--- config.mk ---
export PLATFORM = sky130hd
export DESIGN_NAME = infix_to_postfix_converter_core
export DESIGN_NICKNAME = d
export VERILOG_FILES = /design/src/sv/iptc_pkg.sv /design/src/sv/iptc_ram.sv /design/src/sv/iptc_front.sv /design/src/sv/iptc_queue.sv /design/src/sv/iptc_back.sv /design/src/sv/infix_to_postfix_converter_core.sv
export SDC_FILE = /design/constraint.sdc
export NUM_CORES = 1
export LEC_CHECK = 0
export ABC_AREA = 1
export BUFFER_PORTS_ARGS = -buffer_cell sky130_fd_sc_hd__buf_2
export CORE_MARGIN = 2
export CORE_UTILIZATION = 67
export CTS_CLUSTER_DIAMETER = 80
export CTS_CLUSTER_SIZE = 20
export DETAILED_ROUTE_END_ITERATION = 10
export PLACE_DENSITY_LB_ADDON = 0.1
export SLEW_MARGIN = 5
export SYNTH_ARGS = -nofsm -noshare
export SYNTH_HDL_FRONTEND = slang
export SYNTH_HIERARCHICAL = 1
export SYNTH_SLANG_ARGS = --single-unit
--- constraint.sdc ---
create_clock -name clk_i -period 6.2 [get_ports clk_i]
set_clock_uncertainty 0.15 [all_clocks]
set_input_delay 1.24 -clock clk_i [delete_from_list [all_inputs] [get_ports clk_i]]
set_output_delay 1.24 -clock clk_i [all_outputs]
set_load 0.05 [all_outputs]
--- src/sv/iptc_pkg.sv ---
// ----------------------------------------------------------------------------
// iptc_pkg
// shared types, constants and lookup functions for the infix to postfix core
// ----------------------------------------------------------------------------
package iptc_pkg;

  localparam int unsigned STACK_DEPTH = 32;
  localparam int unsigned CNT_W       = $clog2(STACK_DEPTH + 1);
  localparam int unsigned ADDR_W      = (STACK_DEPTH > 1) ? $clog2(STACK_DEPTH) : 1;
  localparam int unsigned CODE_W      = 3;

  // ascii codes of interest
  localparam logic [7:0] CH_CARET = 8'h5E;
  localparam logic [7:0] CH_STAR  = 8'h2A;
  localparam logic [7:0] CH_SLASH = 8'h2F;
  localparam logic [7:0] CH_PLUS  = 8'h2B;
  localparam logic [7:0] CH_MINUS = 8'h2D;
  localparam logic [7:0] CH_LPAR  = 8'h28;
  localparam logic [7:0] CH_RPAR  = 8'h29;
  localparam logic [7:0] CH_NUL   = 8'h00;

  typedef enum logic [CODE_W-1:0] {
    OP_LPAR  = 3'd0,
    OP_PLUS  = 3'd1,
    OP_MINUS = 3'd2,
    OP_MUL   = 3'd3,
    OP_DIV   = 3'd4,
    OP_POW   = 3'd5
  } op_code_e;

  typedef enum logic [1:0] {
    ST_OK        = 2'd0,
    ST_OVERFLOW  = 2'd1,
    ST_UNDERFLOW = 2'd2
  } status_e;

  typedef enum logic [2:0] {
    K_END,
    K_OPERAND,
    K_OPEN,
    K_CLOSE,
    K_OPER
  } kind_e;

  typedef enum logic [1:0] {
    S_IDLE,
    S_FETCH,
    S_EVAL,
    S_DRAIN
  } back_state_e;

  typedef struct packed {
    logic       command;
    logic [7:0] char_code;
  } in_item_t;

  typedef struct packed {
    logic [7:0] out_char;
    logic       has_char;
    logic       last_of_run;
    status_e    status;
  } out_item_t;

  // classified request passed from front to back
  typedef struct packed {
    kind_e      kind;
    logic [7:0] ch;
    op_code_e   code;
  } op_t;

  function automatic logic [7:0] code_to_char(input logic [CODE_W-1:0] code);
    logic [7:0] c;
    case (code)
      OP_LPAR:  c = CH_LPAR;
      OP_PLUS:  c = CH_PLUS;
      OP_MINUS: c = CH_MINUS;
      OP_MUL:   c = CH_STAR;
      OP_DIV:   c = CH_SLASH;
      OP_POW:   c = CH_CARET;
      default:  c = CH_NUL;
    endcase
    return c;
  endfunction

  function automatic logic [1:0] code_to_prec(input logic [CODE_W-1:0] code);
    logic [1:0] p;
    case (code)
      OP_PLUS, OP_MINUS: p = 2'd1;
      OP_MUL, OP_DIV:    p = 2'd2;
      OP_POW:            p = 2'd3;
      default:           p = 2'd0;
    endcase
    return p;
  endfunction

endpackage

--- src/sv/iptc_ram.sv ---
// ----------------------------------------------------------------------------
// iptc_ram
// generic single write port, single read port ram with registered read
// ----------------------------------------------------------------------------
module iptc_ram #(
  parameter int unsigned WIDTH = 8,
  parameter int unsigned DEPTH = 16
) (
  input  logic                                  clk_i,
  input  logic                                  we_i,
  input  logic [((DEPTH > 1) ? $clog2(DEPTH) : 1)-1:0] waddr_i,
  input  logic [WIDTH-1:0]                      wdata_i,
  input  logic [((DEPTH > 1) ? $clog2(DEPTH) : 1)-1:0] raddr_i,
  output logic [WIDTH-1:0]                      rdata_o
);

  logic [WIDTH-1:0] mem_q [DEPTH];
  logic [WIDTH-1:0] rdata_q;

  always_ff @(posedge clk_i) begin
    if (we_i) begin
      mem_q[waddr_i] <= wdata_i;
    end
    rdata_q <= mem_q[raddr_i];
  end

  assign rdata_o = rdata_q;

endmodule

--- src/sv/iptc_front.sv ---
// ----------------------------------------------------------------------------
// iptc_front
// takes input characters, classifies them and drops those with no effect
// ----------------------------------------------------------------------------
module iptc_front (
  input  logic              in_valid_i,
  output logic              in_stall_o,
  input  iptc_pkg::in_item_t in_item_i,
  output logic              q_push_o,
  output iptc_pkg::op_t     q_data_o,
  input  logic              q_full_i
);
  import iptc_pkg::*;

  logic [7:0] c;
  logic       is_alnum;
  logic       keep;

  assign c = in_item_i.char_code;
  assign is_alnum = ((c >= 8'h61) && (c <= 8'h7A)) || ((c >= 8'h41) && (c <= 8'h5A)) ||
                    ((c >= 8'h30) && (c <= 8'h39));

  always_comb begin
    keep          = 1'b1;
    q_data_o.ch   = c;
    q_data_o.code = OP_LPAR;
    q_data_o.kind = K_OPER;
    if (in_item_i.command) begin
      q_data_o.kind = K_END;
    end else if (is_alnum) begin
      q_data_o.kind = K_OPERAND;
    end else begin
      case (c)
        CH_LPAR:  q_data_o.kind = K_OPEN;
        CH_RPAR:  q_data_o.kind = K_CLOSE;
        CH_PLUS:  q_data_o.code = OP_PLUS;
        CH_MINUS: q_data_o.code = OP_MINUS;
        CH_STAR:  q_data_o.code = OP_MUL;
        CH_SLASH: q_data_o.code = OP_DIV;
        CH_CARET: q_data_o.code = OP_POW;
        default:  keep = 1'b0;
      endcase
    end
  end

  // ignored characters are taken and dropped here
  assign in_stall_o = q_full_i;
  assign q_push_o   = in_valid_i && keep && !q_full_i;

endmodule

--- src/sv/iptc_queue.sv ---
// ----------------------------------------------------------------------------
// iptc_queue
// two entry queue of classified requests between front and back
// ----------------------------------------------------------------------------
module iptc_queue (
  input  logic          clk_i,
  input  logic          rst_ni,
  input  logic          push_i,
  input  iptc_pkg::op_t data_i,
  output logic          full_o,
  output logic          valid_o,
  input  logic          pop_i,
  output iptc_pkg::op_t data_o
);
  import iptc_pkg::*;

  op_t        entry_q [2];
  logic       wp_q, wp_d;
  logic       rp_q, rp_d;
  logic [1:0] cnt_q, cnt_d;
  logic       do_push, do_pop;

  assign full_o  = (cnt_q == 2'd2);
  assign valid_o = (cnt_q != 2'd0);
  assign data_o  = entry_q[rp_q];
  assign do_push = push_i && !full_o;
  assign do_pop  = pop_i && valid_o;

  always_comb begin
    wp_d  = do_push ? ~wp_q : wp_q;
    rp_d  = do_pop ? ~rp_q : rp_q;
    cnt_d = cnt_q;
    if (do_push && !do_pop) begin
      cnt_d = cnt_q + 2'd1;
    end else if (!do_push && do_pop) begin
      cnt_d = cnt_q - 2'd1;
    end
  end

  always_ff @(posedge clk_i or negedge rst_ni) begin
    if (!rst_ni) begin
      wp_q  <= 1'b0;
      rp_q  <= 1'b0;
      cnt_q <= 2'd0;
    end else begin
      wp_q  <= wp_d;
      rp_q  <= rp_d;
      cnt_q <= cnt_d;
    end
  end

  always_ff @(posedge clk_i) begin
    if (do_push) begin
      entry_q[wp_q] <= data_i;
    end
  end

endmodule

--- src/sv/iptc_back.sv ---
// ----------------------------------------------------------------------------
// iptc_back
// operator stack engine: pops, pushes and emits postfix results
// ----------------------------------------------------------------------------
module iptc_back (
  input  logic               clk_i,
  input  logic               rst_ni,
  input  logic               q_valid_i,
  output logic               q_pop_o,
  input  iptc_pkg::op_t      q_data_i,
  output logic               out_valid_o,
  input  logic               out_stall_i,
  output iptc_pkg::out_item_t out_item_o
);
  import iptc_pkg::*;

  back_state_e state_q, state_d;
  op_t         op_q;
  logic [CNT_W-1:0] count_q, count_d;
  out_item_t   hold_q, hold_d;
  logic        hold_v_q, hold_v_d;
  out_item_t   out_q, out_d;
  logic        out_valid_q, out_valid_d;

  logic [CODE_W-1:0] top;
  logic [ADDR_W-1:0] raddr;
  logic              we;
  logic              empty, full, slot_free, go, load_out;

  // decision of the evaluate state
  logic        new_v, do_pop, do_push, fin;
  out_item_t   new_item;
  logic [1:0]  op_prec;

  iptc_ram #(
    .WIDTH(CODE_W),
    .DEPTH(STACK_DEPTH)
  ) u_stack (
    .clk_i  (clk_i),
    .we_i   (we),
    .waddr_i(count_q[ADDR_W-1:0]),
    .wdata_i(op_q.code),
    .raddr_i(raddr),
    .rdata_o(top)
  );

  // always read the current top entry
  assign raddr     = count_q[ADDR_W-1:0] - ADDR_W'(1);
  assign empty     = (count_q == '0);
  assign full      = (count_q == CNT_W'(STACK_DEPTH));
  assign slot_free = !out_valid_q || !out_stall_i;
  assign op_prec   = code_to_prec(op_q.code);

  always_comb begin
    new_v             = 1'b0;
    do_pop            = 1'b0;
    do_push           = 1'b0;
    fin               = 1'b1;
    new_item.out_char = CH_NUL;
    new_item.has_char = 1'b0;
    new_item.last_of_run = 1'b0;
    new_item.status   = ST_OK;
    case (op_q.kind)
      K_END: begin
        if (!empty) begin
          new_v = 1'b1; new_item.out_char = code_to_char(top); new_item.has_char = 1'b1;
          do_pop = 1'b1; fin = 1'b0;
        end else begin
          new_v = 1'b1;
        end
      end
      K_OPERAND: begin
        new_v = 1'b1; new_item.out_char = op_q.ch; new_item.has_char = 1'b1;
      end
      K_OPEN: begin
        if (full) begin
          new_v = 1'b1; new_item.status = ST_OVERFLOW;
        end else begin
          do_push = 1'b1;
        end
      end
      K_CLOSE: begin
        if (empty) begin
          new_v = 1'b1; new_item.status = ST_UNDERFLOW;
        end else if (top != OP_LPAR) begin
          new_v = 1'b1; new_item.out_char = code_to_char(top); new_item.has_char = 1'b1;
          do_pop = 1'b1; fin = 1'b0;
        end else begin
          do_pop = 1'b1;
        end
      end
      K_OPER: begin
        if (!empty && (code_to_prec(top) >= op_prec) &&
            !((op_q.code == OP_POW) && (top == OP_POW))) begin
          new_v = 1'b1; new_item.out_char = code_to_char(top); new_item.has_char = 1'b1;
          do_pop = 1'b1; fin = 1'b0;
        end else if (full) begin
          new_v = 1'b1; new_item.status = ST_OVERFLOW;
        end else begin
          do_push = 1'b1;
        end
      end
      default: ;
    endcase
  end

  // moving a held result out needs a free output slot
  assign go = !(new_v && hold_v_q) || slot_free;

  // next state
  always_comb begin
    state_d = state_q;
    case (state_q)
      S_IDLE: begin
        if (q_valid_i) begin
          state_d = ((q_data_i.kind == K_OPERAND) || (q_data_i.kind == K_OPEN)) ? S_EVAL
                                                                                   : S_FETCH;
        end
      end
      S_FETCH: state_d = S_EVAL;
      S_EVAL: begin
        if (go) begin
          if (!fin) begin
            state_d = S_FETCH;
          end else if (new_v || hold_v_q) begin
            state_d = S_DRAIN;
          end else begin
            state_d = S_IDLE;
          end
        end
      end
      S_DRAIN: begin
        if (slot_free) begin
          state_d = S_IDLE;
        end
      end
      default: state_d = S_IDLE;
    endcase
  end

  // datapath and outputs
  always_comb begin
    q_pop_o  = (state_q == S_IDLE);
    count_d  = count_q;
    hold_d   = hold_q;
    hold_v_d = hold_v_q;
    we       = 1'b0;
    load_out = 1'b0;
    out_d    = out_q;
    if ((state_q == S_EVAL) && go) begin
      we = do_push;
      if (do_push) begin
        count_d = count_q + CNT_W'(1);
      end else if (do_pop) begin
        count_d = count_q - CNT_W'(1);
      end
      if (new_v) begin
        if (hold_v_q) begin
          load_out          = 1'b1;
          out_d             = hold_q;
          out_d.last_of_run = 1'b0;
        end
        hold_d   = new_item;
        hold_v_d = 1'b1;
      end
    end else if ((state_q == S_DRAIN) && slot_free) begin
      load_out          = 1'b1;
      out_d             = hold_q;
      out_d.last_of_run = 1'b1;
      hold_v_d          = 1'b0;
    end
    out_valid_d = load_out ? 1'b1 : (out_valid_q && out_stall_i);
  end

  always_ff @(posedge clk_i or negedge rst_ni) begin
    if (!rst_ni) begin
      state_q     <= S_IDLE;
      count_q     <= '0;
      hold_v_q    <= 1'b0;
      out_valid_q <= 1'b0;
    end else begin
      state_q     <= state_d;
      count_q     <= count_d;
      hold_v_q    <= hold_v_d;
      out_valid_q <= out_valid_d;
    end
  end

  always_ff @(posedge clk_i) begin
    if ((state_q == S_IDLE) && q_valid_i) begin
      op_q <= q_data_i;
    end
    hold_q <= hold_d;
    if (load_out) begin
      out_q <= out_d;
    end
  end

  assign out_valid_o = out_valid_q;
  assign out_item_o  = out_q;

  a_count_bound : assert property (@(posedge clk_i) disable iff (!rst_ni)
    count_q <= CNT_W'(STACK_DEPTH))
    else $error("stack count beyond depth");

  a_drain_holds : assert property (@(posedge clk_i) disable iff (!rst_ni)
    (state_q == S_DRAIN) |-> hold_v_q)
    else $error("drain with nothing held");

  a_char_ok : assert property (@(posedge clk_i) disable iff (!rst_ni)
    (out_valid_q && out_q.has_char) |-> (out_q.status == ST_OK))
    else $error("character result carries an error status");

  a_pop_step : assert property (@(posedge clk_i) disable iff (!rst_ni)
    (state_q == S_FETCH) |=> (state_q == S_EVAL))
    else $error("fetch not followed by evaluate");

endmodule

--- src/sv/infix_to_postfix_converter_core.sv ---
// ----------------------------------------------------------------------------
// infix_to_postfix_converter_core
// shunting yard converter: infix characters in, postfix characters out
// ----------------------------------------------------------------------------
// request path: an operand's request is popped from the queue into the op
//   register, evaluated into the hold stage, then drained to the output register
// flow: the back takes a new request only when idle; each operator popped
//   needs a fetch and an evaluate step, set by the registered stack read
// reset: asynchronous, active low; clears the stack count, queue and output
//   valid; the stack memory is not cleared and needs no clearing pass
// ----------------------------------------------------------------------------
module infix_to_postfix_converter_core (
  input  logic                clk_i,
  input  logic                rst_ni,
  input  logic                in_valid_i,
  output logic                in_stall_o,
  input  iptc_pkg::in_item_t  in_item_i,
  output logic                out_valid_o,
  input  logic                out_stall_i,
  output iptc_pkg::out_item_t out_item_o
);
  import iptc_pkg::*;

  // front to queue
  logic q_push;
  op_t  q_wdata;
  logic q_full;

  // queue to back
  logic q_valid;
  logic q_pop;
  op_t  q_rdata;

  // front: classifies each request, drops characters with no effect
  iptc_front u_front (
    .in_valid_i(in_valid_i),
    .in_stall_o(in_stall_o),
    .in_item_i (in_item_i),
    .q_push_o  (q_push),
    .q_data_o  (q_wdata),
    .q_full_i  (q_full)
  );

  // short queue so that front and back stall independently
  iptc_queue u_queue (
    .clk_i  (clk_i),
    .rst_ni (rst_ni),
    .push_i (q_push),
    .data_i (q_wdata),
    .full_o (q_full),
    .valid_o(q_valid),
    .pop_i  (q_pop),
    .data_o (q_rdata)
  );

  // back: operator stack, pop loop and output register
  iptc_back u_back (
    .clk_i      (clk_i),
    .rst_ni     (rst_ni),
    .q_valid_i  (q_valid),
    .q_pop_o    (q_pop),
    .q_data_i   (q_rdata),
    .out_valid_o(out_valid_o),
    .out_stall_i(out_stall_i),
    .out_item_o (out_item_o)
  );

endmodule
Yosys cells after proc, flatten, opt, wreduce, memory -nomap -nowiden

Memory sizes are Yosys's and may differ from the RTL's. A register that Yosys moved wholly into a read port is not among the register bits.
Index checks and enable logic that the tools add are counted.

Flip-flop bits (word level): 51
Memory bits (writable): 124
Input port bits: 13
Output and inout port bits: 14
Logic and storage cells: 183
Memories kept: 2

Memories:

| memory               | words | width | rd ports | clocked after memory_dff | wr ports | line             | source |
|---|---|---|---|---|---|---|---|
| u_back.u_stack.mem_q | 32    | 3     | 1        | 1                        | 1        | iptc_ram.sv:17   | `logic [WIDTH-1:0] mem_q [DEPTH];` |
| u_queue.entry_q      | 2     | 14    | 1        | 0                        | 1        | iptc_queue.sv:17 | `op_t entry_q [2];` |

$add $sub $neg: 5
Magnitude comparators: 7
Equal/unequal tests: 33
Muxes and demuxes: 66
Bitwise gates (word level): 2
Reduce and logical (&&, ||, !) cells: 51

Operators by type and width:

| kind               | count |
|---|---|
| $eq 8x6->1 const B | 6 |
| $mux 12            | 4 |
| $pmux 7 s6         | 1 |
| $pmux 9 s4         | 1 |
| $mux 1             | 29 |
| $mux 9             | 3 |
| $mux 2             | 11 |
| $eq 3x2->1 const B | 7 |
| $pmux 2 s3         | 3 |
| $ge 8x7->1 const B | 2 |
| $le 8x7->1 const B | 2 |
| $logic_and 1x1->1  | 16 |
| $eq 3x3->1 const B | 5 |
| $pmux 3 s5         | 1 |
| $eq 3x1->1 const B | 4 |
| $mux 3             | 4 |
| $mux 6             | 2 |
| $reduce_or 2->1    | 6 |
| $ne 2x1->1 const B | 5 |
| $eq 8x7->1 const B | 1 |
| $ge 8x6->1 const B | 1 |
| $le 8x6->1 const B | 1 |
| $logic_not 1->1    | 8 |
| $mux 8             | 1 |
| 25 further kinds   | 40 |

Longest topological paths before layout

Gate-level depths: netlist of the first run.

Depth after elaboration: 16
Mapped depth: 21
Depth with buffers taken out: 21

Cells and area by module

The synthesis of the first run kept the hierarchy.

By module, submodules not included:

| module     | instances | cells each | area each (um2) | sequential area each (um2) |
|---|---|---|---|---|
| iptc_ram   | 1         | 377        | 4,127.7         | 2,942.8 |
| iptc_back  | 1         | 239        | 2,414.8         | 1,361.3 |
| iptc_queue | 1         | 105        | 1,270.0         | 940.9 |
| iptc_front | 1         | 75         | 374.1           | 0.0 |

Worst setup path after synthesis of the first run

Ideal clock, no wire load.

Path type: reg2reg
Start point: register u_back/op_q[1] (netlist bit)
End point: register u_back.out_q, in the netlist u_back/out_item_o[0] (enable)
Library setup time: 382 ps
Arrival: 2,692 ps
Data required time: 5,668 ps
Setup slack: 2,975 ps
Cell stages (with the launch flop): 14
Buffers on the path: 0
Clock period less this slack: 3,225 ps
Path through: edfxtp_1 > inv_1 > nor3_1 > a21oi_1 > ha_1 > nand2_1 > nand3_1 > nand4_4 > nand3_4 > nand2_4 > nand3_1 > inv_2 > nand2_1 > o21ai_1

Cells in the longest elaborated chain, start to end: 14
Elaborated cells between the ends (all ways): 25
Classes of those cells: 1 x order compare; 7 x eq/ne; 5 x mux; 12 x reduce/logical

Ends and longest elaborated chain:

| what                                                | line             | source |
|---|---|---|
| start, declared                                     | iptc_back.sv:18  | `op_t op_q;` |
| start signal, assigned                              | iptc_back.sv:191 | `op_q <= q_data_i;` |
| $eq 3x2->1 (tied with other cells)                  | iptc_pkg.sv:87   | `case (code)` |
| $reduce_or 2->1                                     | iptc_pkg.sv:87   |  |
| $pmux 2 s3                                          | iptc_pkg.sv:87   |  |
| $ge 2x2->1                                          | iptc_back.sv:93  | `if (!empty && (code_to_prec(top) >= op_prec) &&` |
| $logic_and 1x1->1                                   | iptc_back.sv:93  |  |
| $logic_and 1x1->1 *                                 | iptc_back.sv:93  |  |
| $mux 1 *                                            | iptc_back.sv:93  |  |
| $pmux 1 s4 *                                        | iptc_back.sv:63  | `case (op_q.kind)` |
| $logic_and 1x1->1                                   | iptc_back.sv:108 | `assign go = !(new_v && hold_v_q) \|\| slot_free;` |
| $logic_not 1->1                                     | iptc_back.sv:108 |  |
| $logic_or 1x1->1                                    | iptc_back.sv:108 |  |
| $logic_and 1x1->1                                   | iptc_back.sv:150 | `if ((state_q == S_EVAL) && go) begin` |
| $ne 2x1->1 (no source line) (tied with other cells) | -                |  |
| $reduce_and 4->1 (no source line) *                 | -                |  |
| end signal, assigned                                | iptc_back.sv:195 | `out_q <= out_d;` |
| end, declared                                       | iptc_back.sv:22  | `out_item_t out_q, out_d;` |

Mark *: on every way between the ends. The rest lies on a longest branch, timed or not.
A chain may end at the register's enable or synchronous reset.

Worst setup path in the final report of the first run

Start point: register u_back.count_q[0]
End point: register u_back.u_stack.rdata_q[0] (netlist: u_back/u_stack/rdata_o[0]), read port of u_back.u_stack.mem_q

Cells in the longest elaborated chain, start to end: 1

Ends and longest elaborated chain:

| what                   | line             | source |
|---|---|---|
| start, declared        | iptc_back.sv:19  | `logic [CNT_W-1:0] count_q, count_d;` |
| start signal, assigned | iptc_back.sv:183 | `count_q <= count_d;` |
| $sub 5x1->5            | iptc_back.sv:48  | `assign raddr = count_q[ADDR_W-1:0] - ADDR_W'(1);` |
| net u_back.raddr[0]    | iptc_back.sv:26  | `logic [ADDR_W-1:0] raddr;` |
| end, declared          | iptc_ram.sv:18   | `logic [WIDTH-1:0] rdata_q;` |

The timed path passes the listed nets, and every way through them passes these cells.

==> results of run 1 <==
worst paths after layout:
check	from	endpoint	slack, ns	depth (start not counted)
worst max-delay path	u_back/count_q[0]	u_back/u_stack/rdata_o[0]	2.39	11
worst min-delay path	u_back/hold_q[8]	u_back/out_item_o[8]	0.27	0
worst max register to register	u_back/count_q[0]	u_back/u_stack/rdata_o[0]	2.39	11
worst min register to register	u_back/hold_q[8]	u_back/out_item_o[8]	0.27	0
max in group asynchronous	rst_ni	u_back/out_valid_o	5.03	1
min in group asynchronous	rst_ni	u_queue/cnt_q[1]	0.58	1
metal layers:
metal | up-vias | GRT usage [%] | wire length [um]
met3 | 37 | 5.35 | 1250
met1 | 2666 | 35.9 | 6780
met4 | 0 | 11.1 | 355
met2 | 264 | 41.8 | 7970
met5 | - | 0 | 0
li1 | 2696 | - | -
flip-flops by register name, summed over array words and instances, names as in the netlist:
signal	count
u_back/count_q	6
u_back/hold_q	11
u_back/hold_v_q	1
u_back/op_q	14
u_back/out_item_o	12
u_back/out_valid_o	1
u_back/state_q	2
u_back/u_stack/mem_q	96
u_back/u_stack/rdata_o	3
u_queue/cnt_q	2
u_queue/entry_q	28
u_queue/rp_q	1
u_queue/wp_q	1
metrics by stage:
stage / setup slack [ns] / hold slack [ns]
floorplan: 2.98 / 0.250
global placement: 2.59 / 0.251
detailed placement: 2.54 / 0.255
CTS: 2.49 / 0.269
global route: 2.08 / 0.273
finish: 2.39 / 0.267
critical path: stages, from the launching register on:
cell	delay, ns
dfrtp_1	0.44
inv_1	0.65
buf_4	0.41
ha_1	0.23
xor2_1	0.82
inv_1	0.47
nand3_1	0.23
nand2_1	0.09
nand2_1	0.06
nand2_1	0.06
nand2_1	0.05
nand2_1	0.05
kinds of logic (layout without fill, tap and decap cells):
logic type	Yosys count	after routing
simple gates	474	474
xor+xnor	7	7
flops	178	178
compound gates	31	31
buf+inv	96	126
fa+ha+maj	10	10
power groups by stage:
stage          Clock [mW]  Combinational (mW)  Sequential [mW]
2_1_floorplan           0                1.49             1.92
5_1_grt              1.19                2.30             1.84
6_report             1.13                2.06             1.81
3_3_place_gp            0                1.94             1.83
3_5_place_dp            0                2.02             1.84
4_1_cts              1.14                2.04             1.81
cells in the final DEF, fill, tap and decap left out, drive strengths merged:
master    instances
nand2           267
edfxtp          161
nand3           118
nor2             74
inv              67
buf              31
clkbuf           18
o21ai            17
dfrtp            14
ha                9
a21oi             9
nor3              6
nand4             6
bufinv            4
xor2              4
clkinv            4
xnor2             3
dfxtp             3
clkinvlp          2
or2               1
nand3b            1
o21bai            1
a21o              1
fa                1
o22ai             1
a31oi             1
nor4              1
o211ai            1
area by class of cell:
cell class,count,share of cell area [%]
tap,147,2.06
multi-input combinational,522,27.6
clock buffer,18,4.80
sequential,178,58.7
clock inverter,14,2.27
timing repair buffer,31,1.88
inverter,63,2.70
==> impl_metrics.csv, run 1 <==
group,metric,value,unit
die,ios,27,
finish,ff_latch_area,5250,sq um
routing,vias_per_cell,5.82,
synthesis,synth_top_family_by_area,"simple AND/OR/NAND/NOR gates",
synthesis,synth_area_leaders,"edfxtp_1, nand2_1, nand3_1, dfrtp_1, nor2_1",
finish,drive_gt1_share,13.1,%
routing,vias,5663,
clock_network,cts_buffers,17,
power_and_ir_drop,cellPowerDensity,560,nW/um^2
clock_network,clk_pin_slew_worst_paths,0.07,ns
placed_design,dp_cells,941,
routing,routed_wl,16.4,mm
hold_path,min_path_type,"reg2reg",
worst_setup_path,path_class,"reg2reg",
power_and_ir_drop,power.switching,2.06,mW
power_and_ir_drop,power_frac_comb,41.1,%
synthesis,syn_area,8190,sq um
die,die_area,13100,sq um
finish,antenna_cells_inserted,0,
synthesis,syn_area_per_cell,10.3,sq um
routing,drt_drc_violations_left,0,
finish,fin_area,8940,sq um
placed_design,finalWeightedCongestion,0.882,
finish,final_util,74.7,%
global_route,grt_max_degree,49,
placed_design,placed_area,8310,sq um
clock_network,cts.repair.resized,0,
finish,nFillCells,790,
synthesis,synthMuxAreaShare,0,%
clock_network,post_cts_buffers,0,
clock_network,postCtsHoldBufs,0,
finish,nNetsFinal,836,
worst_setup_path,start_kind,"flip-flop",
worst_setup_path,required,6.38,ns
routing,drt.antenna.violating_nets,0,
clock_network,root_buffer,"clkbuf_16",
worst_setup_path,arrival,3.99,ns
global_route,grt_use_total,26.3,%
power_and_ir_drop,intPower,2.94,mW
die,coreArea,12000,sq um
synthesis,synthAdderAreaFrac,1.62,%
routing,drt_iter0_markers,770,
clock_network,clock-sinks,178,
finish,multi_input_area,2470,sq um
synthesis,post-synth-top-count-cell,"nand2_1",
power_and_ir_drop,power,5.00,mW
power_and_ir_drop,ir_worst_vdd,0.263,mV
timing,rsz0062_at_grt,"no",
finish,stdcell_count,973,
clock_network,cts_tree,"built",
timing,worstMarginPinSlew,1.15,ns
synthesis,synth-seq-cells,178,
worst_setup_path,cp-end-kind,"flip-flop",
timing,tns,0,ns
die,start_util,68.4,%
power_and_ir_drop,power_frac_seq,36.3,%
power_and_ir_drop,leakage,3.64,nW
finish,area_delta_synth_final,9.19,%
die,fp.dieH,115,um
clock_network,cts_max_level,4,
timing,setup_viol,0,
timing,max_freq,262,MHz
synthesis,synthXorXnorAreaFrac,0.749,%
synthesis,ys_warn_count,6,
routing,detail_route.wl_per_cell,16.8,um
synthesis,synth_edf_count,161,
global_route,grt_pass1_vias,5278,
die,die_w,115,um
global_route,overflow,0,
flow_run,drv_cap,0,
placed_design,dp_hpwl,10.8,mm
timing,post-route-period-util,61.5,%
synthesis,synthTopCellsByCount,"nand2_1, edfxtp_1, nand3_1, nor2_1, inv_1",
synthesis,synth_top_flop_cell,"edfxtp_1",
clock_network,clkLatencyLatePin,0.43,ns
synthesis,synthArstFlopShare,7.87,%
placed_design,portBuffers,26,
timing,slew_violations,0,
synthesis,syn_inst,796,
synthesis,synth_compound_area_share,2.25,%
timing,min_period,3.81,ns
die,num_rows,40,
synthesis,yosysTopAreaCellShare,59.1,%
timing,finalHoldViolCount,0,
synthesis,synthSimpleGateAreaFrac,25.5,%
synthesis,synth_fp_nets,819,
worst_setup_path,path_max_fanout,28,
global_route,grt_pass1_wl,25.9,mm
synthesis,seq_area_frac_synth,64.1,%
power_and_ir_drop,switching_share,41.3,%
clock_network,cts.path.max_buffers,2,
global_route,antenna_found_initial,0,
routing,dr.pass1.iters,7,
run_status,status,"finished, final reports clean",
power_and_ir_drop,pwr-share-clk,22.6,%
timing,max_slew_margin,23.2,%
synthesis,yosysTopAreaCell,"edfxtp_1",
synthesis,synth_cell_types,40,
Note: power is estimated with default switching activity, not from simulation.
==> run 2: changes to the inputs <==
--- a/config.mk
+++ b/config.mk
@@ -8,7 +8,7 @@
 export ABC_AREA = 1
 export BUFFER_PORTS_ARGS = -buffer_cell sky130_fd_sc_hd__buf_2
 export CORE_MARGIN = 2
-export CORE_UTILIZATION = 67
+export CORE_UTILIZATION = 56
 export CTS_CLUSTER_DIAMETER = 80
 export CTS_CLUSTER_SIZE = 20
 export DETAILED_ROUTE_END_ITERATION = 10
==> constraint.sdc (replaced) <==
create_clock -name clk_i -period 3.2 [get_ports clk_i]
set_clock_uncertainty 0.15 [all_clocks]
set_input_delay 0.64 -clock clk_i [delete_from_list [all_inputs] [get_ports clk_i]]
set_output_delay 0.64 -clock clk_i [all_outputs]
set_load 0.05 [all_outputs]
==> impl_metrics.csv, run 2 (synthesized netlist as in run 1, its figures left out) <==
group,metric,value,unit
finish,layout_commonest_cell,"nand2_1",
clock_network,cts_max_level,4,
worst_setup_path,r2r_end,"u_back/u_stack/mem_q[0][0]",
placed_design,place_ws,0.0377,ns
finish,layout_common_cells,"nand2_1, edfxtp_1, nand3_1",
die,die_area,15600,sq um
finish,nFillCells,1135,
worst_setup_path,cp-end-kind,"flip-flop",
worst_setup_path,r2r_start,"u_back/op_q[1]",
clock_network,clkLatencyLatePin,0.43,ns
worst_setup_path,path_class,"reg2reg",
timing,slew_violations,0,
global_route,overflow,0,
routing,drt_drc_violations_left,0,
power_and_ir_drop,cellPowerDensity,1080,nW/um^2
placed_design,finalWeightedCongestion,0.868,
hold_path,min_path_type,"reg2reg",
flow_run,drv_cap,0,
worst_setup_path,arrival,2.97,ns
die,start_util,56.8,%
timing,max_freq,332,MHz
global_route,grt_max_degree,53,
worst_setup_path,cp-startpoint,"u_back/op_q[1]",
worst_setup_path,reg2reg_slack,0.19,ns
clock_network,cts_tree,"built",
timing,tns,0,ns
routing,drt.antenna.violating_nets,0,
finish,area_delta_synth_final,11.7,%
die,fp.dieH,125,um
die,coreArea,14400,sq um
finish,largest_register_ffs,96,
routing,detail_route.wl_per_cell,16.1,um
timing,finalHoldViolCount,0,
finish,antenna_cells_inserted,0,
worst_setup_path,path_max_fanout,8,
routing,vias,5578,
placed_design,portBuffers,26,
routing,drt_iter0_markers,438,
power_and_ir_drop,ir_worst_vdd,0.523,mV
run_status,status,"finished, final reports clean",
die,die_w,125,um
power_and_ir_drop,power,9.91,mW
timing,post-route-period-util,94.1,%
hold_path,min_from,"u_back/hold_q[9]",
global_route,grt_use_total,22.2,%
clock_network,clk_pin_slew_worst_paths,0.06,ns
die,ios,27,
routing,routed_wl,16.5,mm
finish,top_register,"u_back/u_stack/mem_q",
timing,min_period,3.01,ns
finish,drive_gt1_share,15.4,%
global_route,antenna_found_initial,0,
clock_network,cts.path.max_buffers,2,
placed_design,dp_hpwl,11.1,mm
worst_setup_path,start_kind,"flip-flop",
global_route,grt_pass1_wl,26.7,mm
power_and_ir_drop,leakage,3.73,nW
finish,top_regs,"u_back/u_stack/mem_q (96), u_queue/entry_q (28), u_back/op_q (14)",
hold_path,holdPathEnd,"u_back/out_item_o[9]",
die,num_rows,44,
clock_network,root_buffer,"clkbuf_16",
timing,fin_ws,0.190,ns
timing,setup_viol,0,
clock_network,clock-sinks,178,
timing,worstMarginPinSlew,0.974,ns
routing,vias_per_cell,5.44,
finish,nNetsFinal,852,
routing,dr.pass1.iters,5,
clock_network,cts_buffers,17,
worst_setup_path,rr_worst_depth,14,
hold_path,holdPathStages,0,
global_route,grt_pass1_vias,5398,
worst_setup_path,required,3.16,ns
timing,max_slew_margin,34.7,%
run 2: per-layer routing:
metal	GRT usage (%)	routed length (um)
met1	29.6	7250
met2	35.4	8020
met3	6.31	995
met4	7.39	284
met5	0	0
run 2: where the power goes:
group	internal (mW)	switching, mW
combinational	1.28	2.94
sequential	3.22	0.292
clock	1.37	0.816
total	5.86	4.05
run 2: cell type report:
class	instances	area, sq um	share of cell area (%)
multi-input cells	522	2500	27.4
repair buffers	47	290	3.17
flip-flops and latches	178	5250	57.4
well taps	184	230	2.52
inverters	63	241	2.64
clock buffers	23	478	5.23
clock inverters	9	153	1.67
run 2: worst max-delay path, cell delays in order, from the launching register on:
cell and delay (ns):
edfxtp_1 0.46, inv_2 0.07, nor3_1 0.17, a21oi_1 0.07
ha_1 0.29, nand2_1 0.06, nand3_1 0.15, nand4_4 0.18
nand3_4 0.11, nand2_4 0.08, nand2_1 0.07, nor2_1 0.23
nand3_1 0.12, buf_4 0.20, nor2_1 0.27
run 2: per-stage QoR:
step / hold slack, ns / instance area, sq um / util [%] / cells
after floorplan: 0.194 / 8190 / - / 796
after global placement: 0.252 / 8470 / 58.7 / 992
after detailed placement: 0.255 / 8470 / 58.7 / 992
after CTS: 0.269 / 9110 / 63.2 / 1025
after global routing: 0.273 / 9150 / 63.4 / 1026
final: 0.267 / 9150 / 63.4 / 1026
run 2: worst max path at each step:
stage	to	slack [ns]	cells past startpoint
final	u_back/u_stack/mem_q[0][0]	0.19	14
after CTS	u_back/count_q[5]	0.04	20
after detailed placement	u_back/count_q[5]	0.04	20
after global placement	u_back/count_q[5]	0.22	20
after floorplan	u_back/count_q[5]	0.04	20
after global routing	u_back/count_q[5]	-0.004	20
run 2: timing repair:
item	CTS	global route
resized for setup	1	7
endpoints found under the setup margin	1	98
hold buffers	1	0
buffers inserted	0	1
endpoints found under the hold margin	14	0
